## src/design/qbvg_pkg.sv

```systemverilog
// ----------------------------------------------------------------------------
// qbvg_pkg
// shared types and constants of the quad batch vertex generator
// ----------------------------------------------------------------------------
`default_nettype none
package qbvg_pkg;
    localparam int MAX_QUADS  = 16384;
    localparam int TEX_SLOTS  = 16;
    localparam int SLOT_W     = $clog2(TEX_SLOTS);
    localparam int USE_W      = $clog2(TEX_SLOTS + 1);
    localparam int QCNT_W     = 15;

    localparam logic [1:0] KIND_VERTEX = 2'd0;
    localparam logic [1:0] KIND_BIND   = 2'd1;
    localparam logic [1:0] KIND_DRAW   = 2'd2;

    localparam logic REQ_DRAW = 1'b0;
    localparam logic REQ_END  = 1'b1;

    typedef struct packed {
        logic        req_type;
        logic [47:0] col_x;
        logic [47:0] col_y;
        logic [47:0] col_move;
        logic [15:0] texture_id;
        logic signed [31:0] entity_id;
        logic [15:0] tiling;
        logic [31:0] tint;
        logic [63:0] uv_first;
        logic [63:0] uv_second;
    } req_t;

    typedef struct packed {
        logic [1:0]  kind;
        logic signed [31:0] pos_x;
        logic signed [31:0] pos_y;
        logic signed [31:0] pos_z;
        logic [31:0] color;
        logic [31:0] uv;
        logic [3:0]  slot;
        logic [15:0] tiling_out;
        logic signed [31:0] entity;
        logic [15:0] bound_texture;
        logic [14:0] quad_count;
        logic        last;
    } res_t;
endpackage
`default_nettype wire

```

## src/design/qbvg_if.sv

```systemverilog
// ----------------------------------------------------------------------------
// qbvg_req_if / qbvg_res_if
// valid/ready channels for draw requests and results
// ----------------------------------------------------------------------------
`default_nettype none
interface qbvg_req_if import qbvg_pkg::*; ();
    logic valid;
    logic ready;
    req_t data;
    modport source (output valid, output data, input ready);
    modport sink (input valid, input data, output ready);
endinterface

interface qbvg_res_if import qbvg_pkg::*; ();
    logic valid;
    logic ready;
    res_t data;
    modport source (output valid, output data, input ready);
    modport sink (input valid, input data, output ready);
endinterface
`default_nettype wire

```

## src/design/qbvg_ram.sv

```systemverilog
// ----------------------------------------------------------------------------
// qbvg_ram
// generic single-port-write, single-read ram with registered read
// ----------------------------------------------------------------------------
`default_nettype none
module qbvg_ram #(
    parameter int WIDTH = 16,
    parameter int DEPTH = 16
) (
    input  wire logic                     clk,
    input  wire logic                     we,
    input  wire logic [$clog2(DEPTH)-1:0] waddr,
    input  wire logic [WIDTH-1:0]         wdata,
    input  wire logic [$clog2(DEPTH)-1:0] raddr,
    output logic [WIDTH-1:0]              rdata
);
    logic [WIDTH-1:0] mem [DEPTH];

    always_ff @(posedge clk)
    begin
        if (we)
        begin
            mem[waddr] <= wdata;
        end
        rdata <= mem[raddr];
    end
endmodule
`default_nettype wire

```

## src/design/qbvg_vertex_unit.sv

```systemverilog
// ----------------------------------------------------------------------------
// qbvg_vertex_unit
// shared add unit: one vertex position for one corner
// ----------------------------------------------------------------------------
`default_nettype none
module qbvg_vertex_unit import qbvg_pkg::*; (
    input  wire logic [47:0] col_x,
    input  wire logic [47:0] col_y,
    input  wire logic [47:0] col_move,
    input  wire logic [1:0]  corner,
    output logic [31:0]      pos_x,
    output logic [31:0]      pos_y,
    output logic [31:0]      pos_z
);
    logic neg_x;
    logic neg_y;
    logic [31:0] pos [3];

    // corner order: (-,-) (+,-) (+,+) (-,+)
    assign neg_x = (corner == 2'd0) || (corner == 2'd3);
    assign neg_y = (corner == 2'd0) || (corner == 2'd1);

    always_comb
    begin
        logic signed [31:0] ax;
        logic signed [31:0] ay;
        logic signed [31:0] am;
        for (int i = 0; i < 3; i++)
        begin
            ax = 32'(signed'(col_x[16*i +: 16])) <<< 7;
            ay = 32'(signed'(col_y[16*i +: 16])) <<< 7;
            am = 32'(signed'(col_move[16*i +: 16])) <<< 8;
            pos[i] = 32'((neg_x ? -ax : ax) + (neg_y ? -ay : ay) + am);
        end
    end

    assign pos_x = pos[0];
    assign pos_y = pos[1];
    assign pos_z = pos[2];
endmodule
`default_nettype wire

```

## src/design/quad_batch_vertex_generator_core.sv

```systemverilog
// ----------------------------------------------------------------------------
// quad_batch_vertex_generator_core
// expands draw requests into four vertices, batching texture slots
// ----------------------------------------------------------------------------
//  channel | dir | payload
//  req     | in  | req_t: draw quad or end of scene
//  res     | out | res_t: vertex, slot bind or draw result
//
//  a draw first passes a check state; a textured draw then compares slot
//  entries in turn (registered read, then compare) and claims a new slot if
//  none matches. four vertex beats follow, one per cycle while res is ready.
//  a flush reads and emits one bind beat per used slot, then the draw beat, and
//  then restarts the batch. reset clears the batch counters; the slot table needs no
//  clearing. a stalled result beat holds the sequencer; req is ready only when idle.
`default_nettype none
module quad_batch_vertex_generator_core import qbvg_pkg::*; (
    input  wire logic  clk,
    input  wire logic  rst_n,
    qbvg_req_if.sink   req,
    qbvg_res_if.source res
);
    typedef enum logic [2:0] {
        S_IDLE, S_CHECK, S_SEARCH, S_FLUSH, S_DRAW, S_VERT
    } state_t;

    state_t state_reg;
    req_t   req_reg;
    logic [QCNT_W-1:0] quads_reg;
    logic [USE_W-1:0]  used_reg;
    logic [USE_W-1:0]  idx_reg;
    logic [SLOT_W-1:0] slot_reg;
    logic [1:0]  corner_reg;
    logic        rd_ok_reg;
    logic        after_add_reg;
    logic        res_valid_reg;
    res_t        res_reg;

    logic              we;
    logic [SLOT_W-1:0] waddr;
    logic [15:0]       wdata;
    logic [SLOT_W-1:0] raddr;
    logic [15:0]       rdata;
    logic [31:0] px, py, pz;
    logic out_free;
    logic res_load;
    res_t bind_beat;
    res_t draw_beat;

    qbvg_ram #(.WIDTH(16), .DEPTH(TEX_SLOTS)) u_slots (
        .clk(clk), .we(we), .waddr(waddr), .wdata(wdata),
        .raddr(raddr), .rdata(rdata)
    );

    qbvg_vertex_unit u_vtx (
        .col_x(req_reg.col_x), .col_y(req_reg.col_y), .col_move(req_reg.col_move),
        .corner(corner_reg), .pos_x(px), .pos_y(py), .pos_z(pz)
    );

    assign out_free  = !res_valid_reg || res.ready;
    assign req.ready = (state_reg == S_IDLE);
    assign res.valid = res_valid_reg;
    assign res.data  = res_reg;
    assign raddr     = idx_reg[SLOT_W-1:0];

    // a new beat is loaded in every vertex cycle and every flush compare cycle in which the output is free
    assign res_load = out_free
                      && ((state_reg == S_VERT) || (state_reg == S_FLUSH && rd_ok_reg));

    always_comb
    begin
        bind_beat = '0;
        bind_beat.kind = KIND_BIND;
        bind_beat.slot = 4'(idx_reg);
        bind_beat.bound_texture = rdata;
        draw_beat = '0;
        draw_beat.kind = KIND_DRAW;
        draw_beat.quad_count = quads_reg;
        draw_beat.last = (req_reg.req_type == REQ_END);
    end

    // slot write happens on the cycle the new slot is claimed
    assign we    = (state_reg == S_SEARCH) && rd_ok_reg && (idx_reg >= used_reg)
                   && (used_reg < USE_W'(TEX_SLOTS));
    assign waddr = used_reg[SLOT_W-1:0];
    assign wdata = req_reg.texture_id;

    always_ff @(posedge clk or negedge rst_n)
    begin
        if (!rst_n)
        begin
            state_reg     <= S_IDLE;
            quads_reg     <= '0;
            used_reg      <= USE_W'(1);
            idx_reg       <= '0;
            slot_reg      <= '0;
            corner_reg    <= '0;
            rd_ok_reg     <= 1'b0;
            after_add_reg <= 1'b0;
            res_valid_reg <= 1'b0;
        end
        else
        begin
            if (res_load)
            begin
                res_valid_reg <= 1'b1;
            end
            else if (res.ready)
            begin
                res_valid_reg <= 1'b0;
            end
            case (state_reg)
                S_IDLE:
                begin
                    if (req.valid)
                    begin
                        req_reg  <= req.data;
                        slot_reg <= '0;
                        state_reg <= S_CHECK;
                    end
                end
                S_CHECK:
                begin
                    idx_reg   <= USE_W'(1);
                    rd_ok_reg <= 1'b0;
                    after_add_reg <= 1'b0;
                    if (req_reg.req_type == REQ_END || 32'(quads_reg) >= MAX_QUADS)
                    begin
                        state_reg <= (quads_reg == '0) ? S_DRAW : S_FLUSH;
                    end
                    else if (req_reg.texture_id == '0)
                    begin
                        state_reg <= S_VERT;
                    end
                    else
                    begin
                        state_reg <= S_SEARCH;
                    end
                end
                S_SEARCH:
                begin
                    // idx_reg points at entry being read, data arrives next cycle
                    if (!rd_ok_reg)
                    begin
                        rd_ok_reg <= 1'b1;
                    end
                    else if (idx_reg < used_reg && rdata == req_reg.texture_id)
                    begin
                        slot_reg  <= idx_reg[SLOT_W-1:0];
                        state_reg <= S_VERT;
                    end
                    else if (idx_reg < used_reg)
                    begin
                        idx_reg   <= idx_reg + USE_W'(1);
                        rd_ok_reg <= 1'b0;
                    end
                    else if (used_reg >= USE_W'(TEX_SLOTS))
                    begin
                        idx_reg       <= USE_W'(1);
                        rd_ok_reg     <= 1'b0;
                        after_add_reg <= 1'b1;
                        state_reg     <= S_FLUSH;
                    end
                    else
                    begin
                        slot_reg  <= used_reg[SLOT_W-1:0];
                        used_reg  <= used_reg + USE_W'(1);
                        state_reg <= S_VERT;
                    end
                end
                S_FLUSH:
                begin
                    if (!rd_ok_reg)
                    begin
                        rd_ok_reg <= 1'b1;
                    end
                    else if (idx_reg >= used_reg)
                    begin
                        if (out_free)
                        begin
                            res_reg   <= draw_beat;
                            state_reg <= S_DRAW;
                        end
                    end
                    else if (out_free)
                    begin
                        res_reg   <= bind_beat;
                        idx_reg   <= idx_reg + USE_W'(1);
                        rd_ok_reg <= 1'b0;
                    end
                end
                S_DRAW:
                begin
                    // batch restart after flush (or empty end of scene)
                    quads_reg <= '0;
                    used_reg  <= USE_W'(1);
                    if (req_reg.req_type == REQ_END)
                    begin
                        state_reg <= S_IDLE;
                    end
                    else if (req_reg.texture_id == '0)
                    begin
                        state_reg <= S_VERT;
                    end
                    else
                    begin
                        // empty batch: new texture lands in slot 1
                        idx_reg   <= USE_W'(1);
                        rd_ok_reg <= 1'b1;
                        state_reg <= S_SEARCH;
                    end
                end
                S_VERT:
                begin
                    if (out_free)
                    begin
                        res_reg.kind  <= KIND_VERTEX;
                        res_reg.pos_x <= px;
                        res_reg.pos_y <= py;
                        res_reg.pos_z <= pz;
                        res_reg.color <= req_reg.tint;
                        res_reg.uv <= corner_reg[1]
                            ? req_reg.uv_second[32*corner_reg[0] +: 32]
                            : req_reg.uv_first[32*corner_reg[0] +: 32];
                        res_reg.slot <= 4'(slot_reg);
                        res_reg.tiling_out <= req_reg.tiling;
                        res_reg.entity <= req_reg.entity_id;
                        res_reg.bound_texture <= '0;
                        res_reg.quad_count <= '0;
                        res_reg.last <= (corner_reg == 2'd3);
                        corner_reg <= corner_reg + 2'd1;
                        if (corner_reg == 2'd3)
                        begin
                            quads_reg <= quads_reg + QCNT_W'(1);
                            state_reg <= S_IDLE;
                        end
                    end
                end
                default:
                begin
                    state_reg <= S_IDLE;
                end
            endcase
        end
    end

    // after_add_reg marks a flush forced by a full slot table
    assert property (@(posedge clk) disable iff (!rst_n)
        (state_reg == S_FLUSH && after_add_reg) |-> used_reg == USE_W'(TEX_SLOTS))
        else $error("slot flush without full table");
    assert property (@(posedge clk) disable iff (!rst_n)
        used_reg >= USE_W'(1) && used_reg <= USE_W'(TEX_SLOTS))
        else $error("slot count out of range");
    assert property (@(posedge clk) disable iff (!rst_n)
        (res.valid && !res.ready) |=> $stable(res_reg))
        else $error("result changed while stalled");
endmodule
`default_nettype wire
```

## src/flat_wrapper.sv

```systemverilog
// flat-port wrapper written by rule: the top's interface ports become plain ports
module quad_batch_vertex_generator_core_flat import qbvg_pkg::*;
  (clk, rst_n, req_valid, req_data, req_ready, res_valid, res_data, res_ready);
  qbvg_req_if req_i ();
  qbvg_res_if res_i ();
  input  wire logic clk;
  input  wire logic rst_n;
  input wire logic [$bits(req_i.valid)-1:0] req_valid;
  input wire logic [$bits(req_i.data)-1:0] req_data;
  output wire logic [$bits(req_i.ready)-1:0] req_ready;
  output wire logic [$bits(res_i.valid)-1:0] res_valid;
  output wire logic [$bits(res_i.data)-1:0] res_data;
  input wire logic [$bits(res_i.ready)-1:0] res_ready;
  assign req_i.valid = req_valid;
  assign req_i.data = req_data;
  assign req_ready = req_i.ready;
  assign res_valid = res_i.valid;
  assign res_data = res_i.data;
  assign res_i.ready = res_ready;
  quad_batch_vertex_generator_core u_core (.clk(clk), .rst_n(rst_n), .req(req_i), .res(res_i));
endmodule
```

## config.mk

```make
export PLATFORM = sky130hd
export DESIGN_NAME = quad_batch_vertex_generator_core_flat
export DESIGN_NICKNAME = d
export VERILOG_FILES = /design/src/design/qbvg_pkg.sv /design/src/design/qbvg_if.sv /design/src/design/qbvg_ram.sv /design/src/design/qbvg_vertex_unit.sv /design/src/design/quad_batch_vertex_generator_core.sv /design/src/flat_wrapper.sv
export SDC_FILE = /design/constraint.sdc
export NUM_CORES = 1
export LEC_CHECK = 0
export ABC_CLOCK_PERIOD_IN_PS = 11600
export BUFFER_PORTS_ARGS = -buffer_cell sky130_fd_sc_hd__buf_2
export CELL_PAD_IN_SITES_DETAIL_PLACEMENT = 0
export CELL_PAD_IN_SITES_GLOBAL_PLACEMENT = 1
export CORE_ASPECT_RATIO = 1.4
export CORE_UTILIZATION = 30
export CTS_CLUSTER_DIAMETER = 120
export DETAILED_ROUTE_END_ITERATION = 10
export PLACE_DENSITY = 0.57
export SETUP_SLACK_MARGIN = 0.02
export SKIP_LAST_GASP = 1
export SYNTH_ARGS = -nofsm -noshare
export SYNTH_HDL_FRONTEND = slang
export SYNTH_SLANG_ARGS = --single-unit
```

## constraint.sdc

```tcl
create_clock -name clk -period 11.6 [get_ports clk]
set_clock_uncertainty 0.15 [all_clocks]
set_input_delay 0.58 -clock clk [delete_from_list [all_inputs] [get_ports clk]]
set_output_delay 0.58 -clock clk [all_outputs]
set_load 0.02 [all_outputs]
```

==> results of run 1 <==
==> power by group through the flow <==
| stage | combinational (mW) | sequential, mW | clock [mW] |
|---|---|---|---|
| after floorplan | 6.08 | 4.39 | 0 |
| after global placement | 8.45 | 4.34 | 0 |
| after detailed placement | 8.39 | 4.34 | 0 |
| after CTS | 8.56 | 4.27 | 3.23 |
| after global routing | 9.44 | 4.31 | 3.33 |
| final | 8.43 | 4.26 | 3.13 |
==> cells by family after synthesis <==
| logic type | share of synthesized area [%] |
|---|---|
| flops | 66.1 |
| mux | 6.70 |
| other cells | 0.00926 |
| simple gates | 7.98 |
| compound gates | 5.67 |
| xor+xnor | 3.71 |
| fa+ha+maj | 6.43 |
| buf+inv | 3.44 |
==> Yosys cell counts (23+ instances only) <==
cell	number	area, um^2
a21o_1	38	285
a21oi_1	112	561
a31oi_1	23	144
and3_1	163	1020
clkbuf_1	87	327
dfrtp_1	35	876
edfxtp_1	850	25500
fa_1	72	1440
ha_1	93	1160
inv_1	219	822
mux4_2	112	2520
nand2_1	74	278
nor2_1	173	649
nor3_1	59	295
o21ai_0	63	315
xnor2_1	114	998
xor2_1	53	464
==> critical path: cells and delay by family, from the launching register on <==
family	cells	cell delay [ns]
compound gates	7	2.10
fa+ha+maj	3	1.16
buf+inv	3	0.89
flops	1	0.35
xor+xnor	1	0.18
mux	1	0.14
simple gates	1	0.12
==> layout by cell type (no fill, tap or decap), drive strengths merged, types with 9 or more instances in the layout <==
| cell | netlist | routed |
|---|---|---|
| a211oi | 13 | 13 |
| a21boi | 9 | 9 |
| a21o | 41 | 41 |
| a21oi | 112 | 112 |
| a31oi | 23 | 23 |
| and2 | 10 | 10 |
| and3 | 163 | 163 |
| buf | 39 | 644 |
| clkbuf | 88 | 122 |
| clkinv | 0 | 36 |
| conb | 1 | 21 |
| dfrtp | 35 | 35 |
| dfxtp | 16 | 16 |
| diode | 0 | 9 |
| dlygate4sd3 | 0 | 370 |
| edfxtp | 850 | 850 |
| fa | 72 | 72 |
| ha | 93 | 93 |
| inv | 219 | 227 |
| mux2i | 11 | 11 |
| mux4 | 112 | 112 |
| nand2 | 74 | 74 |
| nand2b | 13 | 13 |
| nand3 | 21 | 21 |
| nand4 | 20 | 20 |
| nor2 | 173 | 173 |
| nor2b | 13 | 13 |
| nor3 | 59 | 59 |
| nor4 | 19 | 19 |
| o211ai | 10 | 10 |
| o21a | 13 | 13 |
| o21ai | 66 | 66 |
| o21bai | 9 | 9 |
| o31ai | 20 | 20 |
| or3 | 17 | 17 |
| xnor2 | 115 | 115 |
| xor2 | 53 | 53 |
==> final timing paths <==
| kind | startpoint | to | cells past startpoint |
|---|---|---|---|
| worst max-delay path | u_core.corner_reg[0] | u_core.res.data[209] | 16 |
| worst min-delay path | res_ready | u_core.res.valid | 3 |
| worst max register to register | u_core.corner_reg[0] | u_core.res.data[209] | 16 |
| worst min register to register | u_core.slot_reg[0] | u_core.slot_reg[0] | 1 |
| max in group asynchronous | rst_n | u_core.idx_reg[0] | 3 |
| min in group asynchronous | rst_n | u_core.state_reg[1] | 3 |
==> per-layer routing <==
metal  vias up  share of wire (%)  GRT usage [%]
li1      12100                  -              -
met1     13100                 42           22.0
met2       647                 51           30.7
met3       173                5.2           3.35
met4        12                2.5           5.63
met5         -              0.056              0
==> repair_timing <==
item / 4_1_cts / 5_1_grt
buffers inserted: 0 / 0
hold buffers: 370 / 0
endpoints found under the hold margin: 404 / 0
==> layout make-up <==
type	instances	area, um^2	share of cell area [%]
Inverter	219	822	1.57
Clock buffer	122	2570	4.89
Sequential cell	902	26800	51.0
Antenna cell	9	22.5	0.0429
Tap cell	1771	2220	4.22
Timing Repair Buffer	1014	7060	13.5
Multi-Input combinational cell	1463	12500	23.8
Clock inverter	56	586	1.12
==> metrics by stage <==
| step | worst slack, ns | cell area [um^2] | util [%] |
|---|---|---|---|
| after floorplan | 0.916 | 40600 | - |
| after global placement | 6.21 | 45600 | 34.0 |
| after detailed placement | 6.20 | 45600 | 34.0 |
| after CTS | 6.14 | 52500 | 39.1 |
| after global routing | 5.80 | 52500 | 39.2 |
| final | 6.22 | 52500 | 39.2 |
==> flow_summary.toml, run 1 <==
[placed_design]
dp_hpwl_um = 83000
place.gp.congestion = 0.844
placed_cells = 4999
port_buffers = 599

[power]
p_leak_nw = 20.3
clkPwrFrac_pct = 19.8
p_per_area_nw_per_um2 = 301
p_switching_mw = 6.65
peakVddDrop_v = 0.000195
intPower_mw = 9.17
p_sw_share_pct = 42.0
finalPower_mw = 15.8
p_comb_share_pct = 53.3
power_frac_seq_pct = 26.9

[global_routing]
grt_usage_pct = 17.7
gr-total-overflow = 0
grt_max_degree = 153
grt_pass1_vias = 27300
grt_antenna_before_repair = 14
grt_pass1_wl_um = 179000

[clocking]
cts_root_buf = "clkbuf_16"
clk_latency_ns = 0.71
tritoncts = "built"
htreeDepth = 3
ctsResizeCount = 0
clock-sinks = 902
cts_buffer_depth = 3
cts_buffers = 95
clk_pin_slew_ns = 0.06

[synthesis]
synthesis.instances = 2691
syn_area_per_cell_um2 = 15.0
ys.flop_type = "edfxtp_1"
synth_area_um2 = 40500
synth_seq_cells = 902
synth_edf_count = 850
yosysWarnings = 0
synthArstFlopShare_pct = 3.99
synth.distinct_cells = 82
ys_seq_area_share_pct = 66.1

[timing]
tns_ns = 0
drv_slew = 0
grt_setup_unrepaired = "no"
fin_hold_ws_ns = 0.186
clock.fmax_mhz = 186
final.period_utilization_pct = 46.3
slew_headroom_pct = 29.2
setup-violations-final = 0
fin_crit_ns = 5.38
worst_pin_slew_ns = 1.06
finalHoldViolCount = 0

[min_path]
hp-class = "in2reg"

[setup_path]
r2r_slack_ns = 6.22
cpMaxStageDelayCell = "a2111oi_0"
crit_type = "reg2reg"
required_ns = 11.89
end_kind = "flop"
worstSetupStartpointType = "flop"
slowest_delay_ns = 0.68
worstPathCellList = "buf_4 -> ha_1 -> or2_1 -> buf_4 -> o31ai_1 -> xor2_1 -> fa_1 -> inv_1 -> ha_1 -> a21o_1 -> a2111oi_0 -> a21oi_1 -> o211ai_1 -> a21oi_1 -> mux2i_1 -> a311o_1"
crit_fanout = 34
crit_arrival_ns = 5.67

[finish]
area_growth_syn_to_layout_pct = 29.7
drive_gt1_share_pct = 25.1
nFillCells = 12700
largest_reg_flops = 352
stdcell_count = 5556
nets = 4233

[outcome]
status = "complete, no violations"

[floorplanning]
start_util_pct = 30.2
die_w_um = 312
chipHeight_um = 437
rows = 159
dieArea_um2 = 136000
ios = 621
coreArea_um2 = 134000

[drt]
via_per_inst = 4.68
avgRoutedWirePerCell_um = 22.0
vias = 26000
dr.pass1.iters = 5
route.detailed.drc = 0
ant_nets = 0
drt_iter0_drc = 1567
postRouteWirelength_um = 122000

[run]
maxCapViolations = 0
No activity file was read; power rests on OpenSTA's default activity.
==> run 2, diff against run 1 <==
ABC_CLOCK_PERIOD_IN_PS = 5300   (was 11600)
PLACE_DENSITY = 0.55   (was 0.57)
clock period = 5.3 ns   (was 11.6 ns; I/O delays follow)
==> run 2 against run 1 <==
  * Die area did not move
  * Global-route usage grew 0.24 points
  * Largest cell class unchanged
  * Hold slack worse by 0.075 ns
  * Design area is 0.61% higher
  * Total power rose by 120%
  * Utilization rose by 0.24 points
  * Routed wire length grew 1.7%
  * Highest routed layer unchanged
  * Combinational power up 120%
  * Final cell count up 0.43%
  * Maximum frequency grew 7.3%
  * Critical path depth down 2
  * Sequential power up 120%
==> flow_summary.toml, run 2 (synthesis results as in run 1) <==
[global_routing]
met3_usage_pct = 3.02
grt_pass1_wl_um = 180000
grt_antenna_before_repair = 12
busiest_layer = "met2"
grt_usage_pct = 17.9
grt_pass1_vias = 27400
grt_max_degree = 129
use_met1_pct = 22.4
met2_usage_pct = 31.4
gr-total-overflow = 0

[setup_path]
worstSetupStartpointType = "flop"
end_kind = "flop"
rr_worst_depth = 14
crit_arrival_ns = 5.42
required_ns = 5.71
r2r-end = "u_core.res.data[240]"
r2r-start = "u_core.req_reg[275]"
crit_type = "reg2reg"
crit_family = "simple AND/OR/NAND/NOR gates"
worstPathCellList = "or3_4 -> or4_2 -> or3_1 -> o21ai_0 -> xor2_1 -> fa_1 -> inv_1 -> ha_1 -> nand4_1 -> or2_2 -> o22ai_1 -> a31oi_1 -> or4b_2 -> nand3_1"
path_depth = 14
crit_fanout = 6
r2r_slack_ns = 0.29
slowest_delay_ns = 0.65
cpMaxStageDelayCell = "or4b_2"
path_buf_inv = 1

[drt]
dr.pass1.iters = 7
via_per_inst = 4.66
route.detailed.drc = 0
avgRoutedWirePerCell_um = 22.3
ant_nets = 0
vias = 26000
postRouteWirelength_um = 124000
drt_iter0_drc = 1658

[clocking]
clk_pin_slew_ns = 0.07
tritoncts = "built"
clk_latency_ns = 0.71
cts_buffer_depth = 3
clock-sinks = 902
htreeDepth = 3
cts_root_buf = "clkbuf_16"
cts_setup_buffers = 0
cts_buffers = 96

[floorplanning]
rows = 159
chipHeight_um = 437
dieArea_um2 = 136000
die_w_um = 312
start_util_pct = 30.2
coreArea_um2 = 134000
ios = 621

[power]
p_leak_nw = 20.4
p_switching_mw = 14.6
power_frac_seq_pct = 26.6
finalPower_mw = 35.0
intPower_mw = 20.4
p_sw_share_pct = 41.6
peakVddDrop_v = 0.000300
p_per_area_nw_per_um2 = 663
clkPwrFrac_pct = 19.7
p_comb_share_pct = 53.7

[min_path]
hp-class = "in2reg"
hold_start = "req_data[216]"
min_delay_path_depth = 2
hold_end = "u_core.wdata[8]"

[placed_design]
dp_hpwl_um = 86500
place_area_um2 = 45900
place.gp.congestion = 0.837
port_buffers = 599
pre_cts_slack_ns = 0.299

[finish]
layout_commonest_cell = "edfxtp_1"
nets = 4260
finalInstanceArea_um2 = 52800
largest_reg_flops = 352
drive_gt1_share_pct = 25.5
most-common-layout-cells = "edfxtp_1, buf_2, dlygate4sd3_1"
area_growth_syn_to_layout_pct = 30.5

[timing]
tns_ns = 0
drv_slew = 0
grt_setup_unrepaired = "no"
slew_headroom_pct = 29.6
worst_pin_slew_ns = 1.06
final.period_utilization_pct = 94.5
finalHoldViolCount = 0
clock.fmax_mhz = 200
final.setup.worst_slack_ns = 0.290
fin_crit_ns = 5.01
setup-violations-final = 0

[outcome]
status = "complete, no violations"

[run]
maxCapViolations = 0
-- run 2: area by class of cell --
class                   instances  area [um^2]
clock inverters                65          729
inverters                     219          822
well taps                    1771         2220
flip-flops and latches        902        26800
diodes                          8         20.0
clock buffers                 112         2460
repair buffers               1040         7340
fillers                     12700        81300
multi-input cells            1463        12500
-- run 2: worst register-to-register path: cells and delay by family, from the launching register on --
kind,cells,cell delay (ns)
buffers and inverters,1,0.04
adders and majority gates,2,0.87
xor gates and xnor gates,1,0.12
AOI/OAI and AO/OA,3,0.62
DFF,1,0.43
and+or+nand+nor,7,2.65
-- run 2: worst max path at each step --
stage / slack (ns) / endpoint / startpoint
after floorplan: 0.07 / u_core.res.data[0] / u_core.state_reg[1]
after CTS: 0.22 / u_core.res.data[243] / u_core.req_reg[275]
after global routing: 0.03 / u_core.res.data[243] / u_core.req_reg[275]
final: 0.29 / u_core.res.data[240] / u_core.req_reg[275]
after detailed placement: 0.30 / u_core.res.data[243] / u_core.req_reg[275]
after global placement: 0.28 / u_core.res.data[243] / u_core.req_reg[275]
-- run 2: per-stage QoR --
stage               hold WS [ns]  utilization (%)  cells
floorplan                 -0.181                -   2711
global placement           0.291             34.2   5023
detailed placement         0.293             34.2   5023
CTS                       0.0343             39.4   5572
global route              0.0847             39.4   5576
finish                     0.111             39.4   5580
-- run 2: power by group through the flow --
| stage | sequential (mW) | clock, mW | combinational, mW |
|---|---|---|---|
| 2_1_floorplan | 9.47 | 0 | 13.3 |
| 3_3_place_gp | 9.48 | 0 | 18.8 |
| 3_5_place_dp | 9.48 | 0 | 18.7 |
| 4_1_cts | 9.34 | 7.14 | 19.0 |
| 5_1_grt | 9.41 | 7.35 | 21.0 |
| 6_report | 9.32 | 6.90 | 18.8 |
-- run 2: timing repair --
action                     4_1_cts  5_1_grt
hold endpoints to repair       416        0
hold buffers                   372        0
setup endpoints to repair        0        1
resized for setup                0        2
-- run 2: layer usage --
layer,part of all wire [%],up-vias
met4,2.4,14
met5,0.068,-
li1,-,12100
met2,51,632
met3,4.4,161
met1,42,13100
==> run 3, diff against run 2 <==
ABC_CLOCK_PERIOD_IN_PS = 5800   (was 5300)
clock period = 5.8 ns   (was 5.3 ns; I/O delays follow)
==> run 3 against run 2 <==
  * Hold slack got worse by 0.030 ns
  * Total power fell by 9.5%
  * Register-to-register slack better by 0.37 ns
  * Largest cell class unchanged
  * Routed wire length rose by 0.22%
  * Global-route usage about the same
  * Utilization shrank 0.11 points
  * Final cell count is 0.20% lower
  * Critical path depth up 1
  * Highest routed layer unchanged
  * First-iteration DRC count up 1.2%
==> flow_summary.toml, run 3 (synthesis results as in run 1) <==
[setup_path]
worstSetupStartpointType = "flop"
rr_worst_depth = 15
end_kind = "flop"
required_ns = 6.10
crit_arrival_ns = 5.44
crit_fanout = 6
crit_type = "reg2reg"
r2r_slack_ns = 0.66

[timing]
final.period_utilization_pct = 88.6
grt_setup_unrepaired = "no"
tns_ns = 0
drv_slew = 0
fin_hold_ws_ns = 0.0810
fin_crit_ns = 5.14
setup-violations-final = 0
worst_pin_slew_ns = 1.08
finalHoldViolCount = 0
slew_headroom_pct = 27.8
clock.fmax_mhz = 195

[drt]
drt_iter0_drc = 1678
via_per_inst = 4.65
route.detailed.drc = 0
avgRoutedWirePerCell_um = 22.4
vias = 25900
ant_nets = 0
dr.pass1.iters = 7
postRouteWirelength_um = 125000

[power]
p_per_area_nw_per_um2 = 602
peakVddDrop_v = 0.000369
p_leak_nw = 20.3
finalPower_mw = 31.7

[clocking]
clk_pin_slew_ns = 0.06
cts_buffer_depth = 3
ctsResizeCount = 0
cts_root_buf = "clkbuf_16"
tritoncts = "built"
cts_hold_buf = 371
htreeDepth = 3
cts_setup_buffers = 0
cts_buffers = 94
clk_latency_ns = 0.72
clock-sinks = 902

[global_routing]
gr-total-overflow = 0
grt_usage_pct = 18.0
grt_pass1_wl_um = 180000
grt_pass1_vias = 26900
grt_antenna_before_repair = 18
grt_max_degree = 108

[finish]
nets = 4249
area_growth_syn_to_layout_pct = 30.1
layout_commonest_cell = "edfxtp_1"
largest_reg_flops = 352
nFillCells = 12700
regArea_um2 = 26800
finalInstanceArea_um2 = 52700
multiInputGateArea_um2 = 12500
most-common-layout-cells = "edfxtp_1, buf_2, dlygate4sd3_1"
drive_gt1_share_pct = 25.1
finish.utilization_pct = 39.3

[min_path]
min_delay_path_depth = 5
hp-class = "in2reg"

[placed_design]
port_buffers = 599
place_area_um2 = 45800
dp_hpwl_um = 86600
place.gp.congestion = 0.814

[floorplanning]
coreArea_um2 = 134000
rows = 159
ios = 621
start_util_pct = 30.2
chipHeight_um = 437
dieArea_um2 = 136000
die_w_um = 312

[outcome]
status = "complete, no violations"

[run]
maxCapViolations = 0
==> run 3: cell types whose count changed in the layout (fill, tap and decap cells not counted), sizes merged <==
cell	delta
buf	-8
bufinv	+1
clkbuf	+7
clkinv	-6
clkinvlp	-2
diode	+2
dlygate4sd3	-1
inv	-4
==> run 3: layout make-up <==
type,instances,share of cell area (%)
sequential,902,50.8
multi-input combinational,1463,23.7
timing repair buffer,1031,13.8
clock buffer,119,4.72
tap,1771,4.21
inverter,219,1.56
clock inverter,54,1.21
antenna,10,0.0475
==> run 3: metrics by stage <==
step	setup slack (ns)	instances
after global routing	0.198	5565
after global placement	0.726	5015
after floorplan	0.211	2711
after CTS	0.655	5559
after detailed placement	0.673	5015
final	0.661	5569
==> run 3: path summary, 6_finish.rpt <==
path / startpoint / to
min in group asynchronous: rst_n / u_core.used_reg[2]
max in group asynchronous: rst_n / u_core.state_reg[0]
min reg2reg: u_core.idx_reg[4] / u_core.idx_reg[4]
min: req_valid / u_core.slot_reg[2]
max: u_core.req_reg[313] / u_core.res.data[178]
max reg2reg: u_core.req_reg[313] / u_core.res.data[178]
==> run 3: where the power goes <==
group          total [mW]  leakage [nW]  internal, mW  switching (mW)
Sequential           8.42          8.36          8.00           0.423
Clock                6.26          1.49          3.61            2.65
Combinational        17.0          10.5          6.92            10.1
Total                31.7          20.3          18.5            13.2
==> run 3: metal layers <==
metal | GRT usage, % | part of all wire [%]
met1 | 21.8 | 40
met2 | 31.3 | 51
met3 | 3.53 | 5.5
met4 | 6.77 | 3.1
met5 | 0 | 0.051
==> run 3: worst max-delay path: stages, from the launching register on <==
cell	delay, ns
edfxtp_1	0.43
or4_1	0.58
nor4_1	0.45
a31o_2	0.27
nor2_1	0.04
a21o_1	0.21
inv_1	0.09
fa_1	0.42
inv_1	0.07
ha_1	0.28
and3_1	0.26
a221o_1	0.40
a2111oi_0	0.73
nor4_1	0.09
a311oi_1	0.28
o211ai_1	0.12
